## config.mk

```make
export PLATFORM = sky130hd
export DESIGN_NAME = control_frame_deframer_fifo
export DESIGN_NICKNAME = d
export VERILOG_FILES = /design/src/hdl/cfdf_pkg.sv /design/src/hdl/control_frame_deframer_fifo.sv /design/src/hdl/cfdf_ram.sv /design/src/hdl/cfdf_parse.sv /design/src/hdl/cfdf_queue.sv
export SDC_FILE = /design/constraint.sdc
export NUM_CORES = 2
export LEC_CHECK = 0
export ABC_AREA = 0
export BUFFER_PORTS_ARGS = -buffer_cell sky130_fd_sc_hd__buf_2
export CAP_MARGIN = 20
export CORE_MARGIN = 4
export CORE_UTILIZATION = 50
export CTS_CLUSTER_DIAMETER = 60
export CTS_CLUSTER_SIZE = 40
export DETAILED_ROUTE_END_ITERATION = 12
export GPL_ROUTABILITY_DRIVEN = 0
export PLACE_DENSITY = 0.66
export SLEW_MARGIN = 25
export SYNTH_ARGS = -nofsm -noshare
export SYNTH_HDL_FRONTEND = slang
export SYNTH_SLANG_ARGS = --single-unit
```

## constraint.sdc

```tcl
create_clock -name clk_i -period 7.4 [get_ports clk_i]
set_input_delay 0 -clock clk_i [delete_from_list [all_inputs] [get_ports clk_i]]
set_output_delay 0 -clock clk_i [all_outputs]
set_load 0.01 [all_outputs]
```

## src/hdl/cfdf_pkg.sv

```systemverilog
// Shared types and constants for the control frame deframer with byte queue.
// Used by every module of the block but cfdf_ram; no dependencies.
`timescale 1ns / 1ps

package cfdf_pkg;

  // Sizing of the queue and of the received frames
  localparam int unsigned QUEUE_DEPTH  = 256;
  localparam int unsigned FRAME_LEN    = 64;
  localparam int unsigned PAYLOAD_MAX  = 60;
  localparam int unsigned HEADER_BYTES = 4;

  localparam int unsigned BYTE_W = 8;
  localparam int unsigned CNT_W  = 32;
  localparam int unsigned QIDX_W = (QUEUE_DEPTH > 1) ? $clog2(QUEUE_DEPTH) : 1;
  localparam int unsigned FILL_W = $clog2(QUEUE_DEPTH + 1);
  localparam int unsigned POS_W  = $clog2(FRAME_LEN + 1);
  localparam int unsigned CMP_W  = (POS_W > BYTE_W) ? POS_W : BYTE_W;

  // Stream payload layout
  localparam int unsigned IN_TUSER_W  = 2;
  localparam int unsigned OUT_FIELD_W = BYTE_W + FILL_W + 3 * CNT_W;
  localparam int unsigned OUT_TDATA_W = ((OUT_FIELD_W + 7) / 8) * 8;
  localparam int unsigned OUT_PAD_W   = OUT_TDATA_W - OUT_FIELD_W;

  // Transaction kinds carried in tuser bit 0
  localparam logic OP_BYTE = 1'b0;
  localparam logic OP_POP  = 1'b1;

  // Configuration register indexes
  localparam int unsigned CFG_IDX_W = 1;
  localparam logic [CFG_IDX_W-1:0] REG_MAGIC_FIRST  = 1'b0;
  localparam logic [CFG_IDX_W-1:0] REG_MAGIC_SECOND = 1'b1;

  typedef struct packed {
    logic [BYTE_W-1:0] first;
    logic [BYTE_W-1:0] second;
  } magic_t;

  typedef struct packed {
    logic              valid;
    logic [BYTE_W-1:0] data;
  } push_t;

  typedef struct packed {
    logic              pop_valid;
    logic [FILL_W-1:0] fill;
    logic [CNT_W-1:0]  accepted;
    logic [CNT_W-1:0]  dropped;
  } qstat_t;

endpackage

```

## src/hdl/control_frame_deframer_fifo.sv

```systemverilog
// Path: an accepted transaction is registered in the result stage, then in the output register.
// Throughput: one transaction per cycle, frame byte or pop alike, unless the output stalls;
// a single-port-pair RAM holds the queue and one result stage plus one output register
// follow it. Reset: asynchronous, active low; clears position, header state, indexes,
// fill level, counters and magic registers. Queue RAM contents are not cleared.
`timescale 1ns / 1ps

module control_frame_deframer_fifo (
  input  logic                                  clk_i,
  input  logic                                  rst_ni,
  // Configuration write port
  input  logic                                  cfg_we_i,
  input  logic [cfdf_pkg::CFG_IDX_W-1:0]        cfg_idx_i,
  input  logic [cfdf_pkg::BYTE_W-1:0]           cfg_wdata_i,
  // Input stream
  input  logic                                  s_axis_tvalid_i,
  output logic                                  s_axis_tready_o,
  input  logic [cfdf_pkg::BYTE_W-1:0]           s_axis_tdata_i,  // rx_byte
  input  logic [cfdf_pkg::IN_TUSER_W-1:0]       s_axis_tuser_i,  // op, frame_start
  // Output stream
  output logic                                  m_axis_tvalid_o,
  input  logic                                  m_axis_tready_i,
  // popped_byte, queue_fill, frames_accepted, bytes_accepted, bytes_dropped, zero pad
  output logic [cfdf_pkg::OUT_TDATA_W-1:0]      m_axis_tdata_o,
  output logic                                  m_axis_tuser_o   // pop_valid
);

  cfdf_pkg::magic_t            magic_q, magic_d;
  cfdf_pkg::push_t             push;
  cfdf_pkg::qstat_t            qstat, st1_stat_q;
  logic [cfdf_pkg::CNT_W-1:0]  frames, st1_frames_q;
  logic [cfdf_pkg::BYTE_W-1:0] rd_data, popped;
  logic                        s_fire, byte_en, pop_en;
  logic                        st1_valid_q, st1_valid_d, st1_move;
  logic                        out_valid_q, out_valid_d;
  logic [cfdf_pkg::OUT_TDATA_W-1:0] out_data_q;
  logic                        out_pop_q;

  // Write configuration registers
  always_comb begin
    magic_d = magic_q;
    if (cfg_we_i) begin
      case (cfg_idx_i)
        cfdf_pkg::REG_MAGIC_FIRST:  magic_d.first  = cfg_wdata_i;
        cfdf_pkg::REG_MAGIC_SECOND: magic_d.second = cfg_wdata_i;
        default:                    magic_d        = magic_q;
      endcase
    end
  end

  always_ff @(posedge clk_i or negedge rst_ni) begin
    if (!rst_ni) begin
      magic_q <= '0;
    end else begin
      magic_q <= magic_d;
    end
  end

  // Accept a transaction whenever the result stage is empty or can empty
  assign st1_move        = st1_valid_q && (!out_valid_q || m_axis_tready_i);
  assign s_axis_tready_o = !st1_valid_q || st1_move;
  assign s_fire          = s_axis_tvalid_i && s_axis_tready_o;
  assign byte_en         = s_fire && (s_axis_tuser_i[0] == cfdf_pkg::OP_BYTE);
  assign pop_en          = s_fire && (s_axis_tuser_i[0] == cfdf_pkg::OP_POP);

  cfdf_parse u_parse (
    .clk_i     (clk_i),
    .rst_ni    (rst_ni),
    .byte_en_i (byte_en),
    .start_i   (s_axis_tuser_i[1]),
    .rx_byte_i (s_axis_tdata_i),
    .magic_i   (magic_q),
    .push_o    (push),
    .frames_o  (frames)
  );

  cfdf_queue u_queue (
    .clk_i     (clk_i),
    .rst_ni    (rst_ni),
    .push_i    (push),
    .pop_i     (pop_en),
    .stat_o    (qstat),
    .rd_data_o (rd_data)
  );

  // Result stage: snapshot of the state after the step, RAM read in flight
  always_comb begin
    st1_valid_d = st1_valid_q;
    if (s_fire) begin
      st1_valid_d = 1'b1;
    end else if (st1_move) begin
      st1_valid_d = 1'b0;
    end
  end

  always_ff @(posedge clk_i or negedge rst_ni) begin
    if (!rst_ni) begin
      st1_valid_q <= 1'b0;
    end else begin
      st1_valid_q <= st1_valid_d;
    end
  end

  always_ff @(posedge clk_i) begin
    if (s_fire) begin
      st1_stat_q   <= qstat;
      st1_frames_q <= frames;
    end
  end

  // Output register: capture RAM data with the snapshot
  assign popped = st1_stat_q.pop_valid ? rd_data : '0;

  always_comb begin
    out_valid_d = out_valid_q;
    if (st1_move) begin
      out_valid_d = 1'b1;
    end else if (m_axis_tready_i) begin
      out_valid_d = 1'b0;
    end
  end

  always_ff @(posedge clk_i or negedge rst_ni) begin
    if (!rst_ni) begin
      out_valid_q <= 1'b0;
    end else begin
      out_valid_q <= out_valid_d;
    end
  end

  always_ff @(posedge clk_i) begin
    if (st1_move) begin
      out_pop_q  <= st1_stat_q.pop_valid;
      out_data_q <= {{cfdf_pkg::OUT_PAD_W{1'b0}}, st1_stat_q.dropped, st1_stat_q.accepted,
                     st1_frames_q, st1_stat_q.fill, popped};
    end
  end

  assign m_axis_tvalid_o = out_valid_q;
  assign m_axis_tdata_o  = out_data_q;
  assign m_axis_tuser_o  = out_pop_q;

endmodule

```

## src/hdl/cfdf_ram.sv

```systemverilog
// Generic single-write, single-read synchronous RAM with registered read data.
// No dependencies.
`timescale 1ns / 1ps

module cfdf_ram #(
  parameter int unsigned WIDTH = 8,
  parameter int unsigned DEPTH = 256
) (
  input  logic                                        clk_i,
  input  logic                                        we_i,
  input  logic [((DEPTH > 1) ? $clog2(DEPTH) : 1)-1:0] waddr_i,
  input  logic [WIDTH-1:0]                            wdata_i,
  input  logic                                        re_i,
  input  logic [((DEPTH > 1) ? $clog2(DEPTH) : 1)-1:0] raddr_i,
  output logic [WIDTH-1:0]                            rdata_o
);

  logic [WIDTH-1:0] mem_q [DEPTH];
  logic [WIDTH-1:0] rdata_q;

  // Write port
  always_ff @(posedge clk_i) begin
    if (we_i) begin
      mem_q[waddr_i] <= wdata_i;
    end
  end

  // Registered read port, holds when not enabled
  always_ff @(posedge clk_i) begin
    if (re_i) begin
      rdata_q <= mem_q[raddr_i];
    end
  end

  assign rdata_o = rdata_q;

endmodule

```

## src/hdl/cfdf_parse.sv

```systemverilog
// Frame parser: tracks byte position, checks the header and counts control frames.
// Depends on cfdf_pkg.
`timescale 1ns / 1ps

module cfdf_parse (
  input  logic                          clk_i,
  input  logic                          rst_ni,
  input  logic                          byte_en_i,
  input  logic                          start_i,
  input  logic [cfdf_pkg::BYTE_W-1:0]   rx_byte_i,
  input  cfdf_pkg::magic_t              magic_i,
  output cfdf_pkg::push_t               push_o,
  output logic [cfdf_pkg::CNT_W-1:0]    frames_o
);

  logic [cfdf_pkg::POS_W-1:0]  pos_q, pos_d, pos_eff;
  logic                        hdr_good_q, hdr_good_d;
  logic [cfdf_pkg::BYTE_W-1:0] len_q, len_d;
  logic [cfdf_pkg::CNT_W-1:0]  frames_q, frames_d;
  logic [cfdf_pkg::CMP_W-1:0]  payload_off;
  logic                        push;

  assign pos_eff     = start_i ? '0 : pos_q;
  assign payload_off = cfdf_pkg::CMP_W'(pos_eff) - cfdf_pkg::CMP_W'(cfdf_pkg::HEADER_BYTES);

  // Decode the byte at its frame position
  always_comb begin
    pos_d      = pos_q;
    hdr_good_d = hdr_good_q;
    len_d      = len_q;
    frames_d   = frames_q;
    push       = 1'b0;
    if (byte_en_i) begin
      pos_d = pos_eff;
      if (pos_eff < cfdf_pkg::POS_W'(cfdf_pkg::FRAME_LEN)) begin
        pos_d = pos_eff + 1'b1;
        if (pos_eff == cfdf_pkg::POS_W'(0)) begin
          hdr_good_d = (rx_byte_i == magic_i.first);
        end else if (pos_eff == cfdf_pkg::POS_W'(1)) begin
          hdr_good_d = hdr_good_q && (rx_byte_i == magic_i.second);
        end else if (pos_eff == cfdf_pkg::POS_W'(2)) begin
          if (hdr_good_q && (rx_byte_i <= cfdf_pkg::BYTE_W'(cfdf_pkg::PAYLOAD_MAX))) begin
            len_d    = rx_byte_i;
            frames_d = frames_q + 1'b1;
          end else begin
            hdr_good_d = 1'b0;
            len_d      = '0;
          end
        end else if (pos_eff >= cfdf_pkg::POS_W'(cfdf_pkg::HEADER_BYTES)) begin
          push = hdr_good_q && (payload_off < cfdf_pkg::CMP_W'(len_q));
        end
      end
    end
  end

  // Hold frame state
  always_ff @(posedge clk_i or negedge rst_ni) begin
    if (!rst_ni) begin
      pos_q      <= '0;
      hdr_good_q <= 1'b0;
      len_q      <= '0;
      frames_q   <= '0;
    end else begin
      pos_q      <= pos_d;
      hdr_good_q <= hdr_good_d;
      len_q      <= len_d;
      frames_q   <= frames_d;
    end
  end

  assign push_o.valid = push;
  assign push_o.data  = rx_byte_i;
  assign frames_o     = frames_d;

endmodule

```

## src/hdl/cfdf_queue.sv

```systemverilog
// Circular byte queue: indexes, fill level and push/drop counters around one RAM.
// Depends on cfdf_pkg and cfdf_ram.
`timescale 1ns / 1ps

module cfdf_queue (
  input  logic                        clk_i,
  input  logic                        rst_ni,
  input  cfdf_pkg::push_t             push_i,
  input  logic                        pop_i,
  output cfdf_pkg::qstat_t            stat_o,
  output logic [cfdf_pkg::BYTE_W-1:0] rd_data_o
);

  logic [cfdf_pkg::QIDX_W-1:0] wr_idx_q, wr_idx_d, rd_idx_q, rd_idx_d;
  logic [cfdf_pkg::FILL_W-1:0] fill_q, fill_d;
  logic [cfdf_pkg::CNT_W-1:0]  acc_q, acc_d, drop_q, drop_d;
  logic                        full, empty, ram_we, ram_re;

  assign full   = (fill_q == cfdf_pkg::FILL_W'(cfdf_pkg::QUEUE_DEPTH));
  assign empty  = (fill_q == '0);
  assign ram_we = push_i.valid && !full;
  assign ram_re = pop_i && !empty;

  // Advance indexes, fill level and counters
  always_comb begin
    wr_idx_d = wr_idx_q;
    rd_idx_d = rd_idx_q;
    fill_d   = fill_q;
    acc_d    = acc_q;
    drop_d   = drop_q;
    if (ram_we) begin
      wr_idx_d = (wr_idx_q == cfdf_pkg::QIDX_W'(cfdf_pkg::QUEUE_DEPTH - 1)) ? '0
                                                                       : wr_idx_q + 1'b1;
      fill_d   = fill_q + 1'b1;
      acc_d    = acc_q + 1'b1;
    end else if (push_i.valid) begin
      drop_d = drop_q + 1'b1;
    end
    if (ram_re) begin
      rd_idx_d = (rd_idx_q == cfdf_pkg::QIDX_W'(cfdf_pkg::QUEUE_DEPTH - 1)) ? '0
                                                                       : rd_idx_q + 1'b1;
      fill_d   = fill_q - 1'b1;
    end
  end

  always_ff @(posedge clk_i or negedge rst_ni) begin
    if (!rst_ni) begin
      wr_idx_q <= '0;
      rd_idx_q <= '0;
      fill_q   <= '0;
      acc_q    <= '0;
      drop_q   <= '0;
    end else begin
      wr_idx_q <= wr_idx_d;
      rd_idx_q <= rd_idx_d;
      fill_q   <= fill_d;
      acc_q    <= acc_d;
      drop_q   <= drop_d;
    end
  end

  // Queue storage; a pop never reads the entry written in the same cycle
  cfdf_ram #(
    .WIDTH (cfdf_pkg::BYTE_W),
    .DEPTH (cfdf_pkg::QUEUE_DEPTH)
  ) u_ram (
    .clk_i   (clk_i),
    .we_i    (ram_we),
    .waddr_i (wr_idx_q),
    .wdata_i (push_i.data),
    .re_i    (ram_re),
    .raddr_i (rd_idx_q),
    .rdata_o (rd_data_o)
  );

  assign stat_o.pop_valid = ram_re;
  assign stat_o.fill      = fill_d;
  assign stat_o.accepted  = acc_d;
  assign stat_o.dropped   = drop_d;

  // Fill never exceeds the queue depth
  assert property (@(posedge clk_i) disable iff (!rst_ni)
    fill_q <= cfdf_pkg::FILL_W'(cfdf_pkg::QUEUE_DEPTH))
    else $error("queue fill level above depth");

  // Push and pop never hit the RAM in the same cycle
  assert property (@(posedge clk_i) disable iff (!rst_ni) !(ram_we && ram_re))
    else $error("queue write and read in the same cycle");

  // An empty queue has matching indexes
  assert property (@(posedge clk_i) disable iff (!rst_ni)
    empty |-> (wr_idx_q == rd_idx_q))
    else $error("empty queue with unequal indexes");

  // A taken push raises the fill level by one
  assert property (@(posedge clk_i) disable iff (!rst_ni)
    ram_we |=> (fill_q == $past(fill_q) + 1'b1))
    else $error("fill level did not follow a push");

endmodule
```

=== Yosys cells after proc, flatten, opt, wreduce, memory -nomap -nowiden ===
Memory sizes are Yosys's and may differ from the RTL's. A register that Yosys moved wholly into a read port is not among the register bits.
Index checks and enable logic that the tools add are counted.

* Add/subtract/negate cells: 9
* Magnitude comparators: 4
* Equality and inequality tests: 8
* Mux-type cells: 32
* Bitwise gates (word level): 4
* Reductions and logical operators: 24

{| class="wikitable"
|+ Operators with widths
! cell !! number
|-
| $mux 32 || 9
|-
| $add 32x1->32 const B || 3
|-
| $mux 8 || 3
|-
| $mux 9 || 2
|-
| $add 8x1->8 const B || 2
|-
| $eq 8x8->1 || 2
|-
| $eq 8x8->1 const B || 2
|-
| $mux 1 || 16
|-
| $mux 7 || 2
|-
| $add 9x1->9 const B || 1
|-
| $eq 9x9->1 const B || 1
|-
| $logic_and 1x1->1 || 9
|-
| $logic_not 9->1 || 1
|-
| $sub 9x1->9 const B || 1
|-
| $le 8x6->1 const B || 1
|-
| $lt 8x8->1 || 1
|-
| $sub 7x3->8 const B || 1
|-
| $add 7x1->7 const B || 1
|-
| $eq 7x1->1 const B || 1
|-
| $eq 7x2->1 const B || 1
|-
| $ge 7x3->1 const B || 1
|-
| $logic_not 7->1 || 1
|-
| $lt 7x7->1 const B || 1
|-
| $reduce_and 5->1 || 1
|-
| 8 further kinds || 17
|}

* Bits in registers: 375
* RAM bits: 2048
* Bits of input ports: 24
* Output and inout port bits: 123
* Logic and storage cells: 103
* Memories: 1

{| class="wikitable"
|+ Memories
! memory !! depth !! width !! read ports !! clocked after memory_dff !! wr ports !! RTL line !! source
|-
| u_queue.u_ram.mem_q || 256 || 8 || 1 || 1 || 1 || cfdf_ram.sv:18 || <nowiki>logic [WIDTH-1:0] mem_q [DEPTH];</nowiki>
|}

=== Depth between registers and ports, before layout ===
* Depth in word-level cells: 13
* Depth in mapped cells: 15
* Depth with buffers taken out: 11

=== Hierarchy ===
From an unflattened synthesis, not the netlist that was laid out.

* Cells, all modules: 4697
* Area total of the unflattened synthesis: 94215.4 um2

{| class="wikitable"
|+ By module, submodules not included
! module !! times used !! cells an instance !! area each (um2) !! sequential area each (um2)
|-
| cfdf_ram || 1 || 3733 || 79636.4 || 61739.2
|-
| control_frame_deframer_fifo || 1 || 281 || 7458.4 || 7056.8
|-
| cfdf_queue || 1 || 404 || 4280.4 || 2227.1
|-
| cfdf_parse || 1 || 279 || 2840.2 || 1201.2
|}

=== Least setup slack after synthesis ===
No wires, ideal clock.

* Kind: register -> register
* Start: reg out_valid_q (netlist: m_axis_tvalid_o)
* End: reg st1_stat_q[72] (netlist name), data pin
* Setup time: 0.267 ns
* Arrival time: 3.906 ns
* Required time: 7.133 ns
* Setup slack: 3.227 ns
* Cell stages (with the launch flop): 8
* Buffers on the path: 0
* Clock period less this slack: 4.173 ns
* Cell sequence: dfrtp_1 > nand3b_1 > and2_1 > nand2_1 > nand4_1 > nor4_1 > xnor2_1 > mux2i_1

{| class="wikitable"
|+ RTL lines
! element !! RTL line !! source
|-
| start: declaration || control_frame_deframer_fifo.sv:35 || <nowiki>logic out_valid_q, out_valid_d;</nowiki>
|-
| start signal: assignment || control_frame_deframer_fifo.sv:127 || <nowiki>out_valid_q <= out_valid_d;</nowiki>
|-
| end signal: assignment || control_frame_deframer_fifo.sv:106 || <nowiki>st1_stat_q <= qstat;</nowiki>
|-
| end: declaration || control_frame_deframer_fifo.sv:30 || <nowiki>cfdf_pkg::qstat_t qstat, st1_stat_q;</nowiki>
|}

=== Final worst setup path ===
* Start: reg u_parse.pos_q[3] (netlist name)
* End: mem u_queue.u_ram.mem_q[123][5], enable pin

* Word-level cells in the longest chain between the ends: 13
* Elaborated cells on any way between the ends: 18
* Classes of those cells: 1 x add/sub; 3 x order compare; 2 x eq/ne; 9 x mux; 3 x reduce/logical

{| class="wikitable"
|+ RTL lines
! element !! RTL line !! source
|-
| start: declaration || cfdf_parse.sv:16 || <nowiki>logic [cfdf_pkg::POS_W-1:0] pos_q, pos_d, pos_eff;</nowiki>
|-
| start signal: assignment || cfdf_parse.sv:64 || <nowiki>pos_q <= pos_d;</nowiki>
|-
| $mux 7 (*) || cfdf_parse.sv:23 || <nowiki>assign pos_eff = start_i ? '0 : pos_q;</nowiki>
|-
| $sub 7x3->8 || cfdf_parse.sv:24 || <nowiki>assign payload_off = cfdf_pkg::CMP_W'(pos_eff) - cfdf_pkg::CMP_W'(cfdf_pkg::HEADER_BYTES);</nowiki>
|-
| $lt 8x8->1 || cfdf_parse.sv:50 || <nowiki>push = hdr_good_q && (payload_off < cfdf_pkg::CMP_W'(len_q));</nowiki>
|-
| $logic_and 1x1->1 || cfdf_parse.sv:50 ||
|-
| $mux 1 || cfdf_parse.sv:49 || <nowiki>end else if (pos_eff >= cfdf_pkg::POS_W'(cfdf_pkg::HEADER_BYTES)) begin</nowiki>
|-
| $mux 1 || cfdf_parse.sv:41 || <nowiki>end else if (pos_eff == cfdf_pkg::POS_W'(2)) begin</nowiki>
|-
| $mux 1 || cfdf_parse.sv:39 || <nowiki>end else if (pos_eff == cfdf_pkg::POS_W'(1)) begin</nowiki>
|-
| $mux 1 || cfdf_parse.sv:37 || <nowiki>if (pos_eff == cfdf_pkg::POS_W'(0)) begin</nowiki>
|-
| $mux 1 (*) || cfdf_parse.sv:35 || <nowiki>if (pos_eff < cfdf_pkg::POS_W'(cfdf_pkg::FRAME_LEN)) begin</nowiki>
|-
| $mux 1 (*) || cfdf_parse.sv:33 || <nowiki>if (byte_en_i) begin</nowiki>
|-
| $logic_and 1x1->1 (*) || cfdf_queue.sv:21 || <nowiki>assign ram_we = push_i.valid && !full;</nowiki>
|-
| $mux 1 (*) || cfdf_ram.sv:23 || <nowiki>if (we_i) begin</nowiki>
|-
| $mux 1 (not written as such) (*) || cfdf_ram.sv:24 || <nowiki>mem_q[waddr_i] <= wdata_i;</nowiki>
|-
| end: declaration || cfdf_ram.sv:18 ||
|}

Mark *: on every way between the ends. The rest lies on a longest branch, timed or not.

==> impl_metrics.tcl <==
set metrics [dict create \
    grt_pass1_wl_mm 335 \
    netlist_area_mm2 0.0939 \
    grt_max_degree 161 \
    synth-edff-count 2276 \
    critPathMaxStageDelay_ns 0.68 \
    status "finished clean" \
    hold_viol 0 \
    dp_hpwl_mm 143 \
    grt_overflow_total 0 \
    crit_slowest_cell "or3b_1" \
    whs_ns 0.134 \
    min_period_over_period_pct 73.2 \
    p_switching_uw 9560 \
    ir_drop_v 0.000300 \
    wl_met1_mm 92.1 \
    grt.total_usage_pct 23.9 \
    met2_length_mm 109 \
    async_flop_share_pct 6.38 \
    crit_required_ns 7.86 \
    cts_setup_buffers 0 \
    hp-class "in -> reg" \
    initial_utilization_pct 50.5 \
    synth_common_cells "edfxtp_1, mux4_2, nor2_1" \
    drive_gt1_share_pct 20.9 \
    netlist_instances 4657 \
    fill_cells 13800 \
    critical_path_class "reg -> reg" \
    avgRoutedWirePerCell_um 31.3 \
    cts_buffers 137 \
    die_w_um 441 \
    rrSetupSlack_ns 1.99 \
    root_buffer "clkbuf_16" \
    critPathMaxFanout 22 \
    core-area_mm2 0.186 \
    clock_skew_ns 0.0457 \
    cp-start-kind "register" \
    crit_chain "nor3_1 -> nor2b_1 -> or3_1 -> ha_1 -> a21o_1 -> a21oi_1 -> nor2b_1 -> or3b_1 -> nor2_4 -> nand4_2 -> buf_4 -> nor2_1" \
    leakage_uw 0.0325 \
    endpoint_kind "register" \
    dr.first_iter.drc_count 6594 \
    via_per_inst 6.32 \
    setup_violations 0 \
    critPathMostFrequentCell "nor2b_1" \
    antenna_found_initial 10 \
    power.share.clock_pct 27.6 \
    switching_share_pct 29.9 \
    cts.sinks 2431 \
    setup_tns_ns 0 \
    nNetsFinal 4868 \
    synth_top_cell_by_area "edfxtp_1" \
    drc 0 \
    die_h_um 441 \
    portBuffers 139 \
    seqPwrFrac_pct 48.5 \
    maxCapViolations 0 \
    multi_input_area_mm2 0.0203 \
    p_per_area_mw_per_mm2 310 \
    area.growth.synth_to_final_pct 9.66 \
    vias 46900 \
    clkTransAtPathRegs_ns 0.09 \
    cts_buffer_depth 3 \
    yosysMostFrequentCell "edfxtp_1" \
    drv_slew 0 \
    tightest_slew_ns 1.08 \
    grt_pass1_vias 45900 \
    seq_area_frac_synth_pct 76.9 \
    cp.arrival_ns 5.87 \
    wl_met3_mm 23.1 \
    syn_area_per_cell_um2 20.2 \
    ys_ff_latch 2431 \
    cts_tree "built" \
    top_layer_used "met5" \
    io_pins 147 \
    totalWireLength_mm 232 \
    synth_area_leaders "edfxtp_1, mux4_2, dfrtp_1, mux2i_1, nor2_1" \
    ff_latch_area_mm2 0.0722 \
    synth_ff_type "edfxtp_1" \
    max_freq_mhz 185 \
    h-tree-depth 4 \
    insertion_delay_ns 0.83 \
    num_rows 158 \
    die_area_mm2 0.195 \
    yosysTopAreaCellShare_pct 72.8 \
    first_pass_iters 5 \
    p_int_uw 22400 \
    synth_cell_types 78 \
    maxSlewHeadroom_pct 27.5 \
    ys.warnings.count 0 \
    rsz0062_at_grt "no" \
    p_comb_share_pct 23.9 \
    period_minus_slack_ns 5.41 \
    antenna_left 0 \
]
## cells in the final DEF (no fill, tap or decap), types with 85 or more instances in the layout
master	count
nor2_1	300
edfxtp_1	2276
nand2_1	108
mux4_2	464
xnor2_1	90
mux2i_1	153
buf_2	130
dfrtp_1	149
clkbuf_16	144
buf_4	85
## cell families after synthesis
kind of cell | Yosys count | synth area share, %
fa+ha+maj | 21 | 0.280
buf+inv | 305 | 1.49
simple gates | 705 | 3.73
xor+xnor | 125 | 1.17
compound gates | 413 | 3.15
mux | 656 | 13.2
flops | 2431 | 76.9
other cells | 1 | 0.00400
## what timing repair did
item | in CTS | in global routing
endpoints found under the hold margin | 642 | 0
hold buffers | 41 | 0
gates resized for setup | 0 | 0
## layout make-up
class	count	share of cell area, %
inverter	42	0.153
timing repair buffer	284	2.14
tap	2480	3.01
antenna	3	0.00729
sequential	2431	70.2
clock buffer	148	3.52
multi-input combinational	1927	19.7
clock inverter	106	1.25
## routing by layer
| metal | track usage (%) | vias to the layer above |
|---|---|---|
| met3 | 5.46 | 361 |
| met4 | 7.85 | 6 |
| met5 | 0 | - |
| met2 | 36.8 | 2551 |
| li1 | - | 19300 |
| met1 | 34.4 | 24600 |
## flip-flops by register name, indices dropped and copies added (netlist names), 7 cells and up
register	flops
m_axis_tdata_o	113
magic_q	16
st1_frames_q	32
st1_stat_q	74
u_parse.frames_q	32
u_parse.len_q	8
u_parse.pos_q	7
u_queue.acc_q	32
u_queue.drop_q	32
u_queue.fill_q	9
u_queue.rd_idx_q	8
u_queue.u_ram.mem_q	2048
u_queue.u_ram.rdata_o	8
u_queue.wr_idx_q	8
## worst max-delay path: cells and delay by family (launching register included)
family                     cells  cell delay [ns]
AOI/OAI and AO/OA              2             0.35
adders and majority gates      1             0.30
buffers and inverters          1             0.55
DFF                            1             0.48
and+or+nand+nor                8             3.35
## power by group through the flow
stage,clock (uW),combinational [uW],sequential [uW]
6_report,8800,7640,15500
5_1_grt,9500,8010,15500
4_1_cts,8950,7670,15500
3_5_place_dp,0,7620,15800
3_3_place_gp,0,7600,15800
2_1_floorplan,0,5140,15600
## metrics by stage
stage          instances  power [uW]  worst slack, ns  area [um^2]  utilization (%)
2_1_floorplan       4663       20700             3.23        93900                -
3_3_place_gp        7122       23400             2.03        97600             52.4
3_5_place_dp        7122       23400             2.03        97600             52.5
4_1_cts             7417       32100             1.99       103000             55.3
5_1_grt             7419       33000             1.74       103000             55.3
6_report            7421       31900             1.99       103000             55.3
## final timing paths
check	from	end	cells past startpoint
setup / recovery	u_parse.pos_q[3]$_DFFE_PN0P_	u_queue.u_ram.mem_q[123][5]$_DFFE_PP_	12
hold / removal	s_axis_tuser_i[1]	u_parse.pos_q[4]$_DFFE_PN0P_	3
setup reg to reg	u_parse.pos_q[3]$_DFFE_PN0P_	u_queue.u_ram.mem_q[123][5]$_DFFE_PP_	12
hold reg to reg	st1_stat_q[71]$_DFFE_PP_	m_axis_tdata_o[15]$_DFFE_PP_	0
max in group asynchronous	rst_ni	u_queue.fill_q[6]$_DFF_PN0_	4
min in group asynchronous	rst_ni	u_queue.drop_q[18]$_DFF_PN0_	4
(Power assumes the default switching activity.)
